<file path="src/sv/ctss_pkg.sv">
// shared types, widths and constants of the class trace statistics block
package ctss_pkg;

   localparam int POINTS  = 1024;
   localparam int CLASSES = 256;

   localparam int PT_W   = $clog2(POINTS);
   localparam int CL_W   = $clog2(CLASSES);
   localparam int ADDR_W = CL_W + PT_W;
   localparam int SMP_W  = 16;
   localparam int SUM_W  = 40;
   localparam int CSUM_W = 56;
   localparam int CNT_W  = 25;
   localparam int MEAN_W = 24;
   localparam int V_W    = 40;
   localparam int MSUM_W = MEAN_W + CL_W;
   localparam int VSUM_W = V_W + CL_W;
   localparam int NCL_W  = CL_W + 1;
   localparam int PROD_W = 2 * (MEAN_W + 1);

   localparam int DVD_W     = 56;
   localparam int DVS_W     = CNT_W;
   localparam int DIV_CNT_W = $clog2(DVD_W);

   localparam int QUEUE_DEPTH = 4;
   localparam int QPTR_W      = $clog2(QUEUE_DEPTH);

   localparam int REQ_TDATA_W = 40;
   localparam int RSP_TDATA_W = 120;

   localparam logic [CNT_W-1:0] CNT_MAX = '1;
   localparam logic [V_W-1:0]   V_MAX   = '1;
   localparam logic signed [MEAN_W-1:0] MEAN_MAX = {1'b0, {(MEAN_W-1){1'b1}}};
   localparam logic signed [MEAN_W-1:0] MEAN_MIN = {1'b1, {(MEAN_W-1){1'b0}}};

   typedef enum logic [1:0] {
      OP_ADD    = 2'd0,
      OP_CENTER = 2'd1,
      OP_FINAL  = 2'd2
   } opcode_type;

   localparam logic [1:0] OP_UNUSED_CODE = 2'd3;

   typedef struct packed {
      opcode_type              op;
      logic [CL_W-1:0]         class_value;
      logic [PT_W-1:0]         point_index;
      logic signed [SMP_W-1:0] sample;
      logic                    last_of_trace;
   } cmd_type;

endpackage

</file>
<file path="src/sv/ctss_front.sv">
// request intake: unpacks, drops unused opcodes and queues commands
module ctss_front
   import ctss_pkg::*;
(
   input  logic                   clock,
   input  logic                   reset,
   input  logic                   req_tvalid,
   output logic                   req_tready,
   input  logic [REQ_TDATA_W-1:0] req_tdata,
   input  logic [1:0]             req_tuser,
   input  logic                   req_tlast,
   input  logic                   init_done,
   output cmd_type                cmd,
   output logic                   cmd_valid,
   input  logic                   cmd_pop
);

   cmd_type           queue_ff [QUEUE_DEPTH];
   logic [QPTR_W-1:0] wp_ff;
   logic [QPTR_W-1:0] rp_ff;
   logic [QPTR_W:0]   cnt_ff;
   logic              push;
   logic              pop;
   cmd_type           cmd_in;

   assign req_tready = init_done && (cnt_ff != (QPTR_W+1)'(QUEUE_DEPTH));
   assign push       = req_tvalid && req_tready && (req_tuser != OP_UNUSED_CODE);
   assign pop        = cmd_pop && cmd_valid;

   always_comb begin
      cmd_in.op            = opcode_type'(req_tuser);
      cmd_in.class_value   = req_tdata[CL_W-1:0];
      cmd_in.point_index   = req_tdata[CL_W+PT_W-1:CL_W];
      cmd_in.sample        = req_tdata[CL_W+PT_W+SMP_W-1:CL_W+PT_W];
      cmd_in.last_of_trace = req_tlast;
   end

   always_ff @(posedge clock) begin
      if (reset) begin
         wp_ff  <= '0;
         rp_ff  <= '0;
         cnt_ff <= '0;
      end else begin
         if (push) begin
            queue_ff[wp_ff] <= cmd_in;
            wp_ff           <= wp_ff + 1'b1;
         end
         if (pop) begin
            rp_ff <= rp_ff + 1'b1;
         end
         if (push && !pop) begin
            cnt_ff <= cnt_ff + 1'b1;
         end else if (pop && !push) begin
            cnt_ff <= cnt_ff - 1'b1;
         end
      end
   end

   assign cmd_valid = cnt_ff != '0;
   assign cmd       = queue_ff[rp_ff];

endmodule

</file>
<file path="config.mk">
export PLATFORM = sky130hd
export DESIGN_NAME = ctss_front
export DESIGN_NICKNAME = d
export VERILOG_FILES = /design/src/sv/ctss_pkg.sv /design/src/sv/ctss_front.sv
export SDC_FILE = /design/constraint.sdc
export NUM_CORES = 1
export LEC_CHECK = 0
export ABC_AREA = 1
export BUFFER_PORTS_ARGS = -buffer_cell sky130_fd_sc_hd__buf_2
export CORE_ASPECT_RATIO = 1.2
export CORE_MARGIN = 4
export CORE_UTILIZATION = 30
export CTS_CLUSTER_SIZE = 12
export DETAILED_ROUTE_END_ITERATION = 16
export GPL_TIMING_DRIVEN = 0
export MAX_ROUTING_LAYER = met4
export PLACE_DENSITY_LB_ADDON = 0.1
export SYNTH_ARGS = -nofsm -noshare
export SYNTH_HDL_FRONTEND = slang
export SYNTH_SLANG_ARGS = --single-unit
</file>
<file path="constraint.sdc">
create_clock -name clock -period 7 [get_ports clock]
set_input_delay 0.35 -clock clock [delete_from_list [all_inputs] [get_ports clock]]
set_output_delay 0.35 -clock clock [all_outputs]
set_load 0.005 [all_outputs]
</file>
==> metrics.txt <==
Clock Latency Late Sink=roughly 420 ps; # DRC=0; commonest non-fill, non-tap cell in the layout=edfxtp_1; outcome=finished, final reports clean; layout cell share with drive strength beyond 1=25.9%; combinational fraction of design power=between 20% and 30%; die footprint=22400 um2; startpoint class of the critical path=flip-flop; Hold Path Class=input port to flip-flop; fillcell total=a little under 2000; max frequency=0.403 GHz; Critical Path RT=just over 7000 ps; Hold Vio Cnt, Final=0; Sequential Power Share=about 43%; Int Power=approximately 1.8 mW; peak supply drop=roughly 0.16 mV; Synth Area in Compound Gates=about a tenth; Sink Count=roughly 160; final slew viol count=0; syn_area_per_cell=around 14 um2; Worst Tran Pin Value=~1000 ps; RSZ-0062 raised after global routing=no; CP Capture Type=flip-flop; power per cell area=338 nW/um2; Critical R2R Capture=queue_ff[1][27]$_DFFE_PP_; Yosys cell types=22; post-synthesis adder-cell area fraction=roughly 1.4%; area grow syn2layout=25.2%; Fin Hold WS=around 140 ps; gp weighted congestion=about 0.72; clock root buffer=clkbuf_16; kind of critical path=flip-flop to flip-flop; multiplexer share of the synthesized area=0%; Seq/Total Area, Yosys=between 70% and 80%; DR WL/cell=17.9 um; Core ar.=just under 20000 um2; Die X=about 140 um; Num CTS Buffers=17; Post-Synth XOR/XNOR Area=less than 1%; Initial DRC Count=298; Post-Synth Simple-Gate Area=7.31%; Yosys warning count=0; Mapped Nets=approximately 480; Final min period=roughly 2500 ps; Worst Path Max Fanout=9; DR vias/cell=4.63; Rel. slew slack=31.6%; vias in the first global route=approximately 3900; CP peak stage delay=between 900 and 1000 ps; Leak=~2.7 nW; H-tree Lvls=4; r2r startpoint=cnt_ff[0]$_SDFFE_PP0P_; Reg2Reg Depth=6; commonest non-fill, non-tap cells in the layout=edfxtp_1, buf_2, nor2_1; Worst EP arrival=roughly 2600 ps; Hold Buf Count CTS=0; Sw Share=29.1%; Die H=163 um; Port Buf Inserts=79; GR Util All Layers=roughly 14%; initial antenna violation count=1; Clock Path Buffers=2; Clock transition at path regs=around 60 ps; first-pass GRT wire length=~22 mm; Slowest-stage cell, CP=nor3b_2; Initial Utilization=30.6%; pin count of the biggest net entering global routing=17; Site Rows=56; via count=approximately 3800; Worst R2R Setup Slack=~4500 ps; Max Cap Viol=0; drt first pass iters=4; Net Sw Power=740 uW; cell count after synthesis=430; total power=about 2.5 mW; top-level I/O count=slightly below 90; TritonCTS clock tree=built; Overflow after GRT=0; worst hold path depth=1; largest family of logic cells by synthesized area=compound AO/OA/AOI/OAI gates; Clk network pwr share=between 30% and 40%; synthesized area=6010 um2; Final setup viols=0; HP Start=req_tdata[21]; Clock Skew=6.48 ps; Yosys reg bits=157; Antenna Nets Post-Route=0; cells along the critical path=nor2_1 > nand2_1 > nand3_1 > nor3b_2 > buf_8 > buf_6; post-cts sizing count=0; WL final=14.7 mm; dpl hpwl=a little under 10 mm; Worst Hold Endpoint=queue_ff[0][4]$_DFFE_PP_; Net count, final=598; period utilization=between 30% and 40%; setup bufs post-CTS=0
-- sequential cells by signal, summed over array words and instances, names as in the netlist, named ones only --
| register | count |
|---|---|
| queue_ff | 148 |
| cnt_ff | 3 |
| rp_ff | 2 |
| wp_ff | 2 |
-- power groups by stage --
| stage | Sequential, mW | Combinational [mW] | Clock [mW] |
|---|---|---|---|
| 6_report | 1.08 | 0.566 | 0.894 |
| 3_3_place_gp | 1.10 | 0.563 | 0 |
| 5_1_grt | 1.08 | 0.633 | 0.956 |
| 3_5_place_dp | 1.10 | 0.579 | 0 |
| 2_1_floorplan | 1.10 | 0.320 | 0 |
| 4_1_cts | 1.08 | 0.582 | 0.916 |
-- how the worst max path moves through the flow --
stage | startpoint | endpoint | slack (ps) | cells past startpoint
2_1_floorplan | req_tvalid | queue_ff[0][0]$_DFFE_PP_ | 2970 | 4
3_3_place_gp | req_tuser[0] | queue_ff[0][2]$_DFFE_PP_ | -20 | 4
3_5_place_dp | req_tuser[0] | queue_ff[1][30]$_DFFE_PP_ | 4320 | 6
4_1_cts | cnt_ff[0]$_SDFFE_PP0P_ | queue_ff[1][27]$_DFFE_PP_ | 4450 | 6
5_1_grt | cnt_ff[0]$_SDFFE_PP0P_ | queue_ff[1][27]$_DFFE_PP_ | 4330 | 6
6_report | cnt_ff[0]$_SDFFE_PP0P_ | queue_ff[1][27]$_DFFE_PP_ | 4520 | 6
-- critical path, delay by kind of cell, from the launching register on --
| family | cells | cell delay (ps) |
|---|---|---|
| AND/OR/NAND/NOR | 4 | 1410 |
| flip-flops | 1 | 400 |
| buffers and inverters | 2 | 390 |
-- layout make-up --
class,instances,area (um2),share of cell area [%]
diodes,1,2.50,0.0333
plain buffers,24,160,2.13
clock buffers,18,429,5.71
clock inverters,14,145,1.93
inverters,17,63.8,0.849
multi-input cells,232,1180,15.7
flip-flops and latches,157,4620,61.5
well taps,261,327,4.34
repair buffers,95,591,7.85
-- cell families (layout without fill, tap and decap cells) --
group / Yosys count / in the layout
other cells: 0 / 1
simple gates: 109 / 109
fa+ha+maj: 6 / 6
xor+xnor: 1 / 1
flops: 157 / 157
buf+inv: 41 / 168
compound gates: 116 / 116
-- per-layer routing --
layer / part of all wire (%) / vias to the layer above / track usage, %
li1: - / 1817 / -
met1: 43 / 1869 / 16.7
met2: 52 / 89 / 23.1
met3: 4.2 / 13 / 3.77
met4: 1.2 / 0 / 4.72
met5: 0 / - / -
-- cell usage after synthesis --
cell type    n  area (um2)
o22ai_1     37         231
nand2_1     16        60.1
nor3b_1      4        30.0
a21oi_1      4        20.0
edfxtp_1   148        4440
inv_2        1        3.75
inv_1       16        60.1
nor2_1      81         304
nand4_1      3        18.8
dfxtp_1      9         180
o21ai_1     28         140
buf_4        1        7.51
xor2_1       1        8.76
clkbuf_2     1        5.00
fa_1         1        20.0
nand3_1      4        20.0
ha_1         5        62.6
clkbuf_1    10        37.5
or2_2        1        6.26
o21ai_0     47         235
buf_6        8        90.1
buf_2        4        20.0
-- per-stage QoR --
step | cells | setup TNS (ps) | util [%] | setup slack (ps) | cell area (um2)
2_1_floorplan | 430 | 0 | - | 2970 | 6010
3_3_place_gp | 770 | -561 | 34.3 | -17.6 | 6730
3_5_place_dp | 786 | 0 | 35.4 | 4320 | 6940
4_1_cts | 818 | 0 | 38.3 | 4450 | 7520
5_1_grt | 819 | 0 | 38.3 | 4330 | 7520
6_report | 819 | 0 | 38.3 | 4520 | 7520
(Power assumes the default switching activity.)
